File: src/fqs_pkg.sv
`timescale 1ns / 1ps

package fqs_pkg;

    localparam int DEPTH  = 16;
    localparam int ADDR_W = (DEPTH > 1) ? $clog2(DEPTH) : 1;
    localparam int CNT_W  = $clog2(DEPTH + 1);
    localparam int DATA_W = 32;
    localparam int POS_W  = 5;
    localparam int OP_W   = 2;
    localparam int ST_W   = 2;

    typedef enum logic [OP_W-1:0] {
        OP_ENQUEUE = 2'd0,
        OP_DEQUEUE = 2'd1,
        OP_SEARCH  = 2'd2,
        OP_NONE    = 2'd3
    } t_op;

    typedef enum logic [ST_W-1:0] {
        ST_OK        = 2'd0,
        ST_UNDERFLOW = 2'd1,
        ST_OVERFLOW  = 2'd2,
        ST_NOT_FOUND = 2'd3
    } t_status;

    typedef struct packed {
        logic    enq;
        logic    deq;
        logic    scan_init;
        logic    scan_en;
        logic    res_load;
        t_status res_status;
        logic    res_found;
    } t_cmd;

    typedef struct packed {
        logic full;
        logic empty;
        logic hit;
        logic last;
        logic out_free;
    } t_sts;

endpackage

File: src/fqs_ctrl.sv
`timescale 1ns / 1ps

module fqs_ctrl (
    input  logic                      i_clk,
    input  logic                      i_rst_n,
    input  logic                      i_valid,
    input  logic [fqs_pkg::OP_W-1:0]  i_op,
    output logic                      o_ready,
    input  fqs_pkg::t_sts             i_sts,
    output fqs_pkg::t_cmd             o_cmd
);
    import fqs_pkg::*;

    typedef enum logic [2:0] {
        S_IDLE = 3'b001,
        S_SCAN = 3'b010,
        S_WAIT = 3'b100
    } t_state;

    t_state r_state, n_state;
    logic   accept;
    logic   done;

    assign o_ready = (r_state == S_IDLE) && i_sts.out_free;
    assign accept  = o_ready && i_valid;
    assign done    = i_sts.hit || i_sts.last;

    always_comb begin
        n_state = r_state;
        o_cmd   = '0;
        o_cmd.res_status = ST_OK;
        case (r_state)
            S_IDLE: begin
                if (accept) begin
                    case (t_op'(i_op))
                        OP_ENQUEUE: begin
                            o_cmd.res_load   = 1'b1;
                            o_cmd.enq        = !i_sts.full;
                            o_cmd.res_status = i_sts.full ? ST_OVERFLOW : ST_OK;
                        end
                        OP_DEQUEUE: begin
                            o_cmd.res_load   = 1'b1;
                            o_cmd.deq        = !i_sts.empty;
                            o_cmd.res_status = i_sts.empty ? ST_UNDERFLOW : ST_OK;
                        end
                        OP_SEARCH: begin
                            if (i_sts.empty) begin
                                o_cmd.res_load   = 1'b1;
                                o_cmd.res_status = ST_UNDERFLOW;
                            end else begin
                                o_cmd.scan_init = 1'b1;
                                n_state         = S_SCAN;
                            end
                        end
                        default: begin
                            o_cmd.res_load = 1'b1;
                        end
                    endcase
                end
            end
            S_SCAN: begin
                if (done) begin
                    if (i_sts.out_free) begin
                        o_cmd.res_load   = 1'b1;
                        o_cmd.res_found  = i_sts.hit;
                        o_cmd.res_status = i_sts.hit ? ST_OK : ST_NOT_FOUND;
                        n_state          = S_IDLE;
                    end else begin
                        n_state = S_WAIT;
                    end
                end else begin
                    o_cmd.scan_en = 1'b1;
                end
            end
            S_WAIT: begin
                if (i_sts.out_free) begin
                    o_cmd.res_load   = 1'b1;
                    o_cmd.res_found  = i_sts.hit;
                    o_cmd.res_status = i_sts.hit ? ST_OK : ST_NOT_FOUND;
                    n_state          = S_IDLE;
                end
            end
            default: begin
                n_state = S_IDLE;
            end
        endcase
    end

    always_ff @(posedge i_clk) begin
        if (!i_rst_n) begin
            r_state <= S_IDLE;
        end else begin
            r_state <= n_state;
        end
    end

endmodule

File: src/fqs_dp.sv
`timescale 1ns / 1ps

module fqs_dp (
    input  logic                        i_clk,
    input  logic                        i_rst_n,
    input  logic [fqs_pkg::DATA_W-1:0]  i_value,
    input  fqs_pkg::t_cmd               i_cmd,
    output fqs_pkg::t_sts               o_sts,
    output logic                        o_valid,
    input  logic                        i_ready,
    output logic [fqs_pkg::ST_W-1:0]    o_status,
    output logic [fqs_pkg::POS_W-1:0]   o_position
);
    import fqs_pkg::*;

    logic [DATA_W-1:0] mem [DEPTH];

    logic [ADDR_W-1:0] r_head, r_tail, r_ptr;
    logic [CNT_W-1:0]  r_occ;
    logic [CNT_W-1:0]  r_cmp_cnt;
    logic              r_cmp_vld;
    logic [DATA_W-1:0] r_key;
    logic [DATA_W-1:0] r_rd_data;
    logic              r_m_valid;
    logic [ST_W-1:0]   r_status;
    logic [POS_W-1:0]  r_position;
    logic [CNT_W:0]    pos_full;

    function automatic logic [ADDR_W-1:0] ring_next(input logic [ADDR_W-1:0] idx);
        ring_next = (idx == ADDR_W'(DEPTH - 1)) ? '0 : idx + 1'b1;
    endfunction

    assign pos_full = {1'b0, r_cmp_cnt} + 1'b1;

    assign o_sts.full     = (r_occ == CNT_W'(DEPTH));
    assign o_sts.empty    = (r_occ == '0);
    assign o_sts.hit      = r_cmp_vld && (r_rd_data == r_key);
    assign o_sts.last     = r_cmp_vld && (pos_full == {1'b0, r_occ});
    assign o_sts.out_free = !r_m_valid || i_ready;

    always_ff @(posedge i_clk) begin
        if (i_cmd.enq) begin
            mem[r_tail] <= i_value;
        end
        if (i_cmd.scan_en) begin
            r_rd_data <= mem[r_ptr];
        end
    end

    always_ff @(posedge i_clk) begin
        if (!i_rst_n) begin
            r_head    <= '0;
            r_tail    <= '0;
            r_occ     <= '0;
            r_cmp_vld <= 1'b0;
            r_m_valid <= 1'b0;
        end else begin
            if (i_cmd.enq) begin
                r_tail <= ring_next(r_tail);
                r_occ  <= r_occ + 1'b1;
            end
            if (i_cmd.deq) begin
                r_head <= ring_next(r_head);
                r_occ  <= r_occ - 1'b1;
            end
            if (i_cmd.scan_init) begin
                r_cmp_vld <= 1'b0;
            end else if (i_cmd.scan_en) begin
                r_cmp_vld <= 1'b1;
            end
            if (i_cmd.res_load) begin
                r_m_valid <= 1'b1;
            end else if (i_ready) begin
                r_m_valid <= 1'b0;
            end
        end
    end

    always_ff @(posedge i_clk) begin
        if (i_cmd.scan_init) begin
            r_ptr     <= r_head;
            r_cmp_cnt <= '0;
            r_key     <= i_value;
        end else if (i_cmd.scan_en) begin
            r_ptr <= ring_next(r_ptr);
            if (r_cmp_vld) begin
                r_cmp_cnt <= r_cmp_cnt + 1'b1;
            end
        end
        if (i_cmd.res_load) begin
            r_status   <= i_cmd.res_status;
            r_position <= i_cmd.res_found ? POS_W'(pos_full) : '0;
        end
    end

    assign o_valid    = r_m_valid;
    assign o_status   = r_status;
    assign o_position = r_position;

endmodule

File: src/fifo_queue_with_search_unit.sv
`timescale 1ns / 1ps
// Enqueue, dequeue and search on an empty queue: result registered in the cycle after the
// transaction. Search scans one stored entry per cycle from the front through the single
// memory read port and stops at the first match or at the last stored entry.
// One item in flight at a time; the next transaction is taken in the cycle the previous result
// leaves, so enqueue and dequeue sustain one per cycle while the output is ready.
// Synchronous active-low reset empties the queue; stored words are not cleared.
module fifo_queue_with_search_unit (
    input  logic        i_clk,
    input  logic        i_rst_n,
    input  logic        s_axis_tvalid,
    output logic        s_axis_tready,
    input  logic [31:0] s_axis_tdata,   // [31:0] value
    input  logic [1:0]  s_axis_tuser,   // [1:0] operation
    output logic        m_axis_tvalid,
    input  logic        m_axis_tready,
    output logic [7:0]  m_axis_tdata,   // [4:0] position, [7:5] zero
    output logic [1:0]  m_axis_tuser    // [1:0] status
);
    import fqs_pkg::*;

    t_cmd             cmd;
    t_sts             sts;
    logic [POS_W-1:0] position;

    fqs_ctrl u_ctrl (
        .i_clk   (i_clk),
        .i_rst_n (i_rst_n),
        .i_valid (s_axis_tvalid),
        .i_op    (s_axis_tuser),
        .o_ready (s_axis_tready),
        .i_sts   (sts),
        .o_cmd   (cmd)
    );

    fqs_dp u_dp (
        .i_clk      (i_clk),
        .i_rst_n    (i_rst_n),
        .i_value    (s_axis_tdata),
        .i_cmd      (cmd),
        .o_sts      (sts),
        .o_valid    (m_axis_tvalid),
        .i_ready    (m_axis_tready),
        .o_status   (m_axis_tuser),
        .o_position (position)
    );

    assign m_axis_tdata = {{(8 - POS_W){1'b0}}, position};

endmodule

File: config.mk
export PLATFORM = sky130hd
export DESIGN_NAME = fifo_queue_with_search_unit
export DESIGN_NICKNAME = d
export VERILOG_FILES = /design/src/fqs_pkg.sv /design/src/fqs_ctrl.sv /design/src/fqs_dp.sv /design/src/fifo_queue_with_search_unit.sv
export SDC_FILE = /design/constraint.sdc
export NUM_CORES = 1
export LEC_CHECK = 0
export CORE_ASPECT_RATIO = 0.75
export CORE_MARGIN = 3
export CORE_UTILIZATION = 50
export CTS_CLUSTER_SIZE = 30
export DETAILED_ROUTE_END_ITERATION = 8
export DONT_BUFFER_PORTS = 1
export PLACE_DENSITY = 0.7
export SYNTH_ARGS = -nofsm -noshare
export SYNTH_HDL_FRONTEND = slang
export SYNTH_HIERARCHICAL = 1
export SYNTH_SLANG_ARGS = --single-unit
File: constraint.sdc
create_clock -name i_clk -period 6.45 [get_ports i_clk]
set_input_delay 1.29 -clock i_clk [delete_from_list [all_inputs] [get_ports i_clk]]
set_output_delay 1.29 -clock i_clk [all_outputs]
set_load 0.03 [all_outputs]
## Word-level counts from Yosys, hierarchy flattened

Memories as Yosys holds them, arrays and structs flattened. A register that Yosys moved wholly into a read port is not among the register bits.
Cells that the tools add are included.
W data, S select, Z words.

- Flip-flop bits (word level): 66
- Memory bits (writable): 512
- Output and inout port bits: 12
- Word-level logic and storage cells: 90
- Memories: 1

Memory list:

| memory | words | bits a word | rd ports | clocked after memory_dff | write ports | line | source |
|---|---|---|---|---|---|---|---|
| u_dp.mem | 16 | 32 | 1 | 1 | 1 | fqs_dp.sv:16 | `logic [DATA_W-1:0] mem [DEPTH];` |

- Add/subtract/negate cells: 7
- Equality and inequality tests: 16
- Multiplexer cells: 37
- Bitwise gates (word level): 1
- Reduce and logical (&&, ||, !) cells: 17

Operators with widths:

| operator | number |
|---|---|
| $eq A32 B32 Y1 | 1 |
| $mux W3 | 10 |
| $mux W4 | 7 |
| $pmux W3 S3 | 2 |
| $add A4 B1 Y4 const B | 3 |
| $eq A4 B4 Y1 const B | 3 |
| $mux W1 | 12 |
| $add A5 B1 Y5 const B | 2 |
| $mux W5 | 2 |
| $add A5 B1 Y6 const B | 1 |
| $eq A6 B5 Y1 | 1 |
| $ne A2 B1 Y1 const B | 3 |
| $pmux W2 S3 | 1 |
| $reduce_bool A2 Y1 | 3 |
| $eq A5 B5 Y1 const B | 1 |
| $logic_not A5 Y1 | 1 |
| $reduce_and A5 Y1 | 1 |
| $sub A5 B1 Y5 const B | 1 |
| $logic_and A1 B1 Y1 | 4 |
| $mux W2 | 2 |
| $ne A2 B2 Y1 const B | 2 |
| $eq A3 B1 Y1 const B | 1 |
| $eq A3 B2 Y1 const B | 1 |
| $eq A3 B3 Y1 const B | 1 |
| 9 further kinds | 12 |

## Longest topological paths before layout

Gate-level depths: netlist of the first run.

- Word-level depth: 8
- Mapped depth: 10
- Mapped depth without buffers: 10

## By module

Netlist of the first run, hierarchy kept.

Modules (own cells, without submodules):

| module | instances | cells each | area an instance (um2) | sequential area each (um2) |
|---|---|---|---|---|
| fqs_dp | 1 | 1,204 | 23,500.0 | 18,027.3 |
| fqs_ctrl | 1 | 42 | 366.6 | 60.1 |
| fifo_queue_with_search_unit | 1 | 4 | 26.3 | 0.0 |

## Worst setup path after synthesis of the first run

OpenSTA, ideal clock, no wires.

- Kind: register to register
- From: register u_dp.r_cmp_cnt[0]
- To: register u_dp.r_cmp_cnt[3]
- Library setup time: 70 ps
- Arrival: 5,789 ps
- Data required time: 6,380 ps
- Path slack: 591 ps
- Stages on the path, launching flop included: 10
- Buffers on the path: 0
- Clock period less this slack: 5,859 ps
- Cell sequence: dfxtp_1 -> ha_1 -> nand3_1 -> xor2_1 -> xnor2_1 -> nor4_1 -> nor4_1 -> nand2_1 -> or3_1 -> a21oi_1

RTL lines:

| what | line | source |
|---|---|---|
| start, declared | fqs_dp.sv:20 | `logic [CNT_W-1:0] r_cmp_cnt;` |
| start signal, assigned | fqs_dp.sv:87 | `r_cmp_cnt <= r_cmp_cnt + 1'b1;` |

==> metrics.md, run 1 <==
| Metric | Value |
|---|---|
| Sequential cell area fraction in the yosys report | 0.757 |
| Clk pwr share | 0.401 |
| GRT met2 Usage | 0.264 |
| Relative slew slack | 0.318 |
| Vias in the first global route | 11300 |
| DR vias/cell | 6.12 |
| Worst Hold Path EP | u_dp/r_cmp_cnt[1]$_SDFFE_PP0P_ |
| Wire per inst | 27.0 µm |
| Via count | 11900 |
| Final number of max-transition violations | 0 |
| RSZ-0062 raised after global routing | false |
| Synth top area cells | edfxtp_1 74%, mux4_2 5.8%, mux2i_1 5.6% |
| Sw Share | 0.199 |
| Fmax | 269 MHz |
| Least-Margin Pin Slew | 1.02 ns |
| Chip Height | 195 µm |
| Crit path launch type | flop |
| Remaining Overflow, GRT | 0 |
| Pre-Repair DR Iteration Count | 6 |
| WP buf/inv | 0 |
| Crit-path leading delay family | simple AND/OR/NAND/NOR gates |
| Power Dens Cells | 295 nW/µm² |
| Cell type with the largest total area after synthesis | edfxtp_1 |
| HPWL after detailed placement | 32300 µm |
| Setup TNS | 0 ns |
| Top Usage Layer GRT | met1 |
| Layout Skew | 0.0120 ns |
| CP peak stage delay | 0.77 ns |
| H-tree Lvls | 2 |
| Num CTS Buffers | 55 |
| GRT Util Overall | 0.208 |
| Largest net degree at the start of global routing | 130 |
| Worst Hold Depth | 2 |
| Yosys reg bits | 610 |
| Initial Utilization | 0.512 |
| Async SR Flop Fraction | 0 |
| Crit Path Max Fanout | 8 |
| Syn Area/Cell | 19.1 µm² |
| Commonest cells post-synth | 587 x edfxtp_1, 133 x mux2i_1, 64 x a221oi_1 |
| Final setup violation count | 0 |
| Syn-to-layout area delta | 9.49% |
| P_int | 6.19 mW |
| Worst-Skew Late Latency | 0.58 ns |
| Sequential group share of total power | 0.572 |
| Distinct cells, synth | 57 |
| Post-synth top area share | 0.738 |
| Post-synth EDFFs | 587 |
| Pwr Total | 7.72 mW |
| CTS Hold Bufs | 0 |
| Crit end category | flop |
| Setup bufs post-CTS | 0 |
| Most used DFF post-synth | edfxtp_1 |
| Clock Tree Root | clkbuf_16 |
| Slowest CP cell | nor4_1 |
| Clock sink total | 610 |
| Hold Crit Class | flop to flop |
| Deepest clock path buffer count | 3 |
| Register-to-Register Path Depth | 7 |
| Comb pwr share | 0.026 |
| Die area | 50500 µm² |
| Crit path required time | 6.66 ns |
| Mapped cell area | 23900 µm² |
| Reg-to-reg startpoint | u_dp/r_key[6]$_DFFE_PP_ |
| Pleak | 8.58 nW |
| CP Class | flop to flop |
| IO Pins | 50 |
| Hold_sp | u_dp/r_cmp_cnt[1]$_SDFFE_PP0P_ |
| Antenna-violating nets left | 0 |
| CTS resizes | 0 |
| Share of cells above drive strength 1 | 0.140 |
| Reg-to-reg slack, setup | 2.73 ns |
| Maximum Capacitance Violations | 0 |
| Drc violations | 0 |
| FF-to-FF End | u_dp/o_position[0]$_SDFFCE_PN0P_ |
| Endpoints failing hold | 0 |
| Core Area | 46600 µm² |
| Outcome | completed |
| Period minus WS final | 3.72 ns |
| Met1 GRT Util | 0.340 |
| Initial antenna violation count | 1 |
| Most common cell in the synthesized netlist | edfxtp_1 |
| Arr. time, crit path | 3.93 ns |
| Final net count | 1312 |
| # port buffers | 0 |
| CTS tree | built |
| Iter 0 DRT Violations | 1558 |
| Width of the die | 258 µm |
| Cell Chain, Critical Path | xor2_1 > nor4_1 > nand4_1 > nor3_1 > nor2_1 > o21a_1 > o22ai_1 |
| Drt total wl | 52400 µm |
| First-pass GRT wire length | 76700 µm |
| Clock transition at path regs | 0.07 ns |
| Net Sw Power | 1.53 mW |
| Met3 usage | 0.0768 |
| VDD IR max | 0.000286 V |
| Yosys Warn Count | 6 |
| Rows | 68 |
| Cell count after synthesis | 1250 |
| GP Congestion | 0.813 |
| Tcrit/Tclk final | 0.577 |
[metrics by stage]
step,utilization,cells,setup slack [ns],cell area (µm²),hold WS (ns)
2_1_floorplan,-,1252,0.591,23900,0.454
3_3_place_gp,0.524,1832,2.53,24400,0.470
3_5_place_dp,0.524,1832,2.45,24400,0.477
4_1_cts,0.561,1933,2.74,26100,0.486
5_1_grt,0.561,1933,2.56,26100,0.508
6_report,0.561,1939,2.73,26200,0.488
[cells in the final DEF, fill, tap and decap left out, types with 10 or more instances in the layout]
cell type    n
a221oi_1    64
a22oi_1     32
and2_2      17
buf_4       11
clkbuf_1    13
clkbuf_16   57
clkinv_1    11
clkinv_2    14
dfxtp_1     23
edfxtp_1   587
ha_1        14
inv_1       10
mux2i_1    133
mux4_2      62
nand2_1     46
nand3_1     10
nor2_1      10
o21ai_0     44
xnor2_1     10
xor2_1      39
[registers in the layout, summed over array words and instances (netlist names), 3 cells and up]
name,flops
u_dp/r_occ,5
u_dp/r_key,32
u_dp/mem,512
u_dp/r_rd_data,32
u_dp/r_ptr,4
u_dp/r_tail,4
u_dp/o_position,5
u_dp/r_head,4
u_ctrl/r_state,3
u_dp/r_cmp_cnt,5
[power by group through the flow]
| stage | logic, mW | clock network, mW | registers [mW] |
|---|---|---|---|
| after floorplan | 0.155 | 0 | 4.49 |
| after global routing | 0.220 | 3.31 | 4.42 |
| after global placement | 0.196 | 0 | 4.50 |
| after detailed placement | 0.199 | 0 | 4.50 |
| final | 0.202 | 3.10 | 4.42 |
| after CTS | 0.200 | 3.15 | 4.42 |
[worst min-delay path, stage by stage (launching register included)]
cell     delay (ns)
dfxtp_1        0.33
nand2_1        0.06
a21oi_1        0.05
[layout make-up]
| type | count | area (µm²) |
|---|---|---|
| Fill cell | 3535 | 20500 |
| Multi-Input combinational cell | 569 | 5420 |
| Clock buffer | 73 | 1520 |
| Clock inverter | 28 | 185 |
| Tap cell | 630 | 788 |
| Sequential cell | 610 | 18100 |
| Inverter | 11 | 41.3 |
| Antenna cell | 6 | 15.0 |
| Timing Repair Buffer | 12 | 103 |
[layer usage]
layer | vias to the layer above | wire length [µm]
met5 | - | 0
met2 | 535 | 20800
met3 | 54 | 7110
met4 | 0 | 823
met1 | 6163 | 23700
li1 | 5110 | -
[kinds of logic after synthesis]
group	after synthesis	share of synthesized area
compound gates	168	0.0508
flops	610	0.757
other cells	1	0.000157
mux	198	0.117
simple gates	136	0.0307
fa+ha+maj	15	0.00817
buf+inv	73	0.0183
xor+xnor	49	0.0180
[worst max path at each step]
stage                                         from                               end  slack (ns)  depth (start not counted)
floorplan           u_dp/r_cmp_cnt[0]$_SDFFE_PP0P_    u_dp/r_cmp_cnt[3]$_SDFFE_PP0P_        0.59                          9
global placement                     m_axis_tready          u_dp/mem[3][1]$_DFFE_PP_        2.53                          6
detailed placement                   m_axis_tready         u_dp/mem[2][28]$_DFFE_PP_        2.45                          6
CTS                        u_dp/r_key[6]$_DFFE_PP_  u_dp/o_position[3]$_SDFFCE_PN0P_        2.74                          7
global route               u_dp/r_key[6]$_DFFE_PP_         u_dp/o_valid$_SDFFE_PN0P_        2.56                          9
finish                     u_dp/r_key[6]$_DFFE_PP_  u_dp/o_position[0]$_SDFFCE_PN0P_        2.73                          7
No activity file was read; power rests on OpenSTA's default activity.
==> run 2: changes to the inputs <==
--- a/config.mk
+++ b/config.mk
@@ -11,7 +11,7 @@
 export CTS_CLUSTER_SIZE = 30
 export DETAILED_ROUTE_END_ITERATION = 8
 export DONT_BUFFER_PORTS = 1
-export PLACE_DENSITY = 0.7
+export PLACE_DENSITY = 0.73
 export SYNTH_ARGS = -nofsm -noshare
 export SYNTH_HDL_FRONTEND = slang
 export SYNTH_HIERARCHICAL = 1
==> constraint.sdc (replaced) <==
create_clock -name i_clk -period 3.3 [get_ports i_clk]
set_input_delay 0.66 -clock i_clk [delete_from_list [all_inputs] [get_ports i_clk]]
set_output_delay 0.66 -clock i_clk [all_outputs]
set_load 0.03 [all_outputs]
==> run 2 against run 1 <==
- largest cell class unchanged
- critical endpoint is now u_dp/mem[5][25]$_DFFE_PP_
- setup slack lost 2.2 ns
- final cell count grew 1.7%
- die area is the same
- clock power grew 110%
- design area grew 2.4%
==> metrics.md, run 2 (same netlist as run 1, synthesis figures left out) <==
| Metric | Value |
|---|---|
| IO Pins | 50 (unchanged) |
| Vias in the first global route | 12000 (+6.5%) |
| Cell Chain, Critical Path | nand4_2 > nor3b_1 > buf_4 > nand2_1 > nor2_1 > and2_2 > buf_12 |
| Rows | 68 (unchanged) |
| H-tree Lvls | 2 (unchanged) |
| Crit end category | flop |
| Tcrit/Tclk final | 0.825 (+0.248) |
| Deepest clock path buffer count | 3 (unchanged) |
| Largest reg by FF count | u_dp/mem |
| CTS resizes | 0 (unchanged) |
| CP Class | flop to flop |
| Hold Crit Class | input pin to flop |
| Final net count | 1349 (+2.8%) |
| GP Congestion | 0.797 (-2.0%) |
| Syn-to-layout area delta | 12.1% |
| Final setup violation count | 0 (unchanged) |
| Via count | 11900 (+0.051%) |
| Share of cells above drive strength 1 | 0.166 (+0.0266) |
| Least-Margin Pin Slew | 0.958 ns (-0.0652 ns) |
| Clock transition at path regs | 0.07 ns (about the same) |
| Register-to-Register Path Depth | 7 (unchanged) |
| Worst hold slack | 0.159 ns (-0.329 ns) |
| Crit Path Max Fanout | 23 (+15) |
| GRT Util Overall | 0.205 (-0.00350) |
| Worst-Skew Late Latency | 0.59 ns (about the same) |
| Fmax | 367 MHz (+37%) |
| Layout Skew | 0.0209 ns (+0.00889 ns) |
| RSZ-0062 raised after global routing | false |
| CP peak stage delay | 0.55 ns (-0.22 ns) |
| Period minus WS final | 2.72 ns (-0.996 ns) |
| Dpl cells | 1870 (+2.1%) |
| CTS tree | built |
| Relative slew slack | 0.362 (+0.0435) |
| Final number of max-transition violations | 0 (unchanged) |
| Reg-to-reg slack, setup | 0.58 ns (-2.15 ns) |
| Drc violations | 0 (unchanged) |
| VDD IR max | 0.000456 V (+60%) |
| Num CTS Buffers | 54 (-1.8%) |
| Outcome | completed |
| Commonest non-fill, non-tap cell in the layout | edfxtp_1 |
| First-pass GRT wire length | 76900 µm (+0.14%) |
| Worst Hold Depth | 0 (-2) |
| Ant diodes | 0 (-6) |
| Antenna-violating nets left | 0 (unchanged) |
| # port buffers | 0 (unchanged) |
| Initial Utilization | 0.512 (unchanged) |
| Top flop regs | u_dp/mem x512, u_dp/r_key x32, u_dp/r_rd_data x32 |
| Reg-to-reg startpoint | u_ctrl/r_state[0]$_SDFFE_PN1P_ |
| Core Area | 46600 µm² (unchanged) |
| Endpoints failing hold | 0 (unchanged) |
| Pleak | 8.87 nW (+3.4%) |
| Remaining Overflow, GRT | 0 (unchanged) |
| Wire per inst | 25.7 µm (-5.0%) |
| Power Dens Cells | 579 nW/µm² (+96%) |
| Die area | 50500 µm² (unchanged) |
| Largest net degree at the start of global routing | 66 (-49%) |
| Chip Height | 195 µm (unchanged) |
| Setup bufs post-CTS | 0 (unchanged) |
| Crit path required time | 3.57 ns (-3.09 ns) |
| HPWL after detailed placement | 29800 µm (-7.8%) |
| Setup TNS | 0 ns (unchanged) |
| CTS Hold Bufs | 0 (unchanged) |
| Clock Tree Root | clkbuf_16 |
| Initial antenna violation count | 0 (-1) |
| Non-Filler Instances | 1971 (+1.7%) |
| Slowest CP cell | dfxtp_1 |
| Width of the die | 258 µm (unchanged) |
| Arr. time, crit path | 2.99 ns (-0.94 ns) |
| Worst Hold Path EP | u_dp/mem[8][18]$_DFFE_PP_ |
| Crit path launch type | flop |
| Iter 0 DRT Violations | 1303 (-16%) |
| Drt total wl | 50600 µm (-3.4%) |
| Clock sink total | 610 (unchanged) |
| DR vias/cell | 6.02 (-1.6%) |
| Maximum Capacitance Violations | 0 (unchanged) |
| Pre-Repair DR Iteration Count | 5 (-1) |
| FF-to-FF End | u_dp/mem[5][25]$_DFFE_PP_ |
| Most frequent cells in the layout | 587 x edfxtp_1, 133 x mux2i_1, 64 x a221oi_1 |
| Max FFs per register | 512 (unchanged) |
| Hold_sp | s_axis_tdata[18] |
## run 2: cell types whose count changed in the layout (fill, tap and decap cells not counted), moves of 4 or more
cell,delta
clkbuf_1,-6
clkinvlp_4,+4
buf_12,+18
buf_4,+20
diode_2,-6
bufinv_16,+7
## run 2: worst max-delay path, delay by kind of cell (launching register included)
| kind | cells | cell delay (ns) |
|---|---|---|
| AND/OR/NAND/NOR | 5 | 1.34 |
| flip-flops | 1 | 0.55 |
| buffers and inverters | 2 | 0.51 |
## run 2: worst max path at each step
stage	startpoint	to	slack [ns]	cells past startpoint
after CTS	u_dp/o_valid$_SDFFE_PN0P_	u_dp/mem[3][9]$_DFFE_PP_	0.58	7
after floorplan	u_dp/r_cmp_cnt[0]$_SDFFE_PP0P_	u_dp/r_cmp_cnt[3]$_SDFFE_PP0P_	0.005	9
after detailed placement	m_axis_tready	u_dp/mem[3][9]$_DFFE_PP_	0.37	7
final	u_ctrl/r_state[0]$_SDFFE_PN1P_	u_dp/mem[5][25]$_DFFE_PP_	0.58	7
after global routing	u_dp/r_occ[0]$_SDFFE_PN0P_	u_dp/r_occ[4]$_SDFFE_PN0P_	0.38	8
after global placement	m_axis_tready	u_dp/r_occ[3]$_SDFFE_PN0P_	0.44	9
## run 2: per-stage QoR
stage | power, mW | worst slack, ns | utilization | cell area (µm²)
5_1_grt | 16.0 | 0.377 | 0.574 | 26800
6_report | 15.5 | 0.577 | 0.574 | 26800
3_3_place_gp | 9.19 | 0.442 | 0.535 | 25000
4_1_cts | 15.6 | 0.577 | 0.574 | 26800
2_1_floorplan | 9.08 | 0.00477 | - | 23900
3_5_place_dp | 9.20 | 0.371 | 0.535 | 25000
## run 2: cell type report
| class | count | area [µm²] |
|---|---|---|
| Clock buffer | 62 | 1400 |
| Clock inverter | 39 | 418 |
| Fill cell | 3416 | 19800 |
| Inverter | 11 | 41.3 |
| Multi-Input combinational cell | 569 | 5430 |
| Sequential cell | 610 | 18100 |
| Tap cell | 630 | 788 |
| Timing Repair Buffer | 50 | 613 |
## run 2: where the power goes
group | internal (mW) | switching (mW)
registers | 8.55 | 0.0820
clock network | 3.75 | 2.73
logic | 0.170 | 0.228
total | 12.5 | 3.04
## run 2: metal layers
layer,vias to the layer above,global-route usage,part of all wire
met3,76,0.0472,0.087
met5,-,0,0
met1,6129,0.297,0.42
met2,479,0.312,0.46
met4,0,0.0620,0.024
li1,5184,-,-
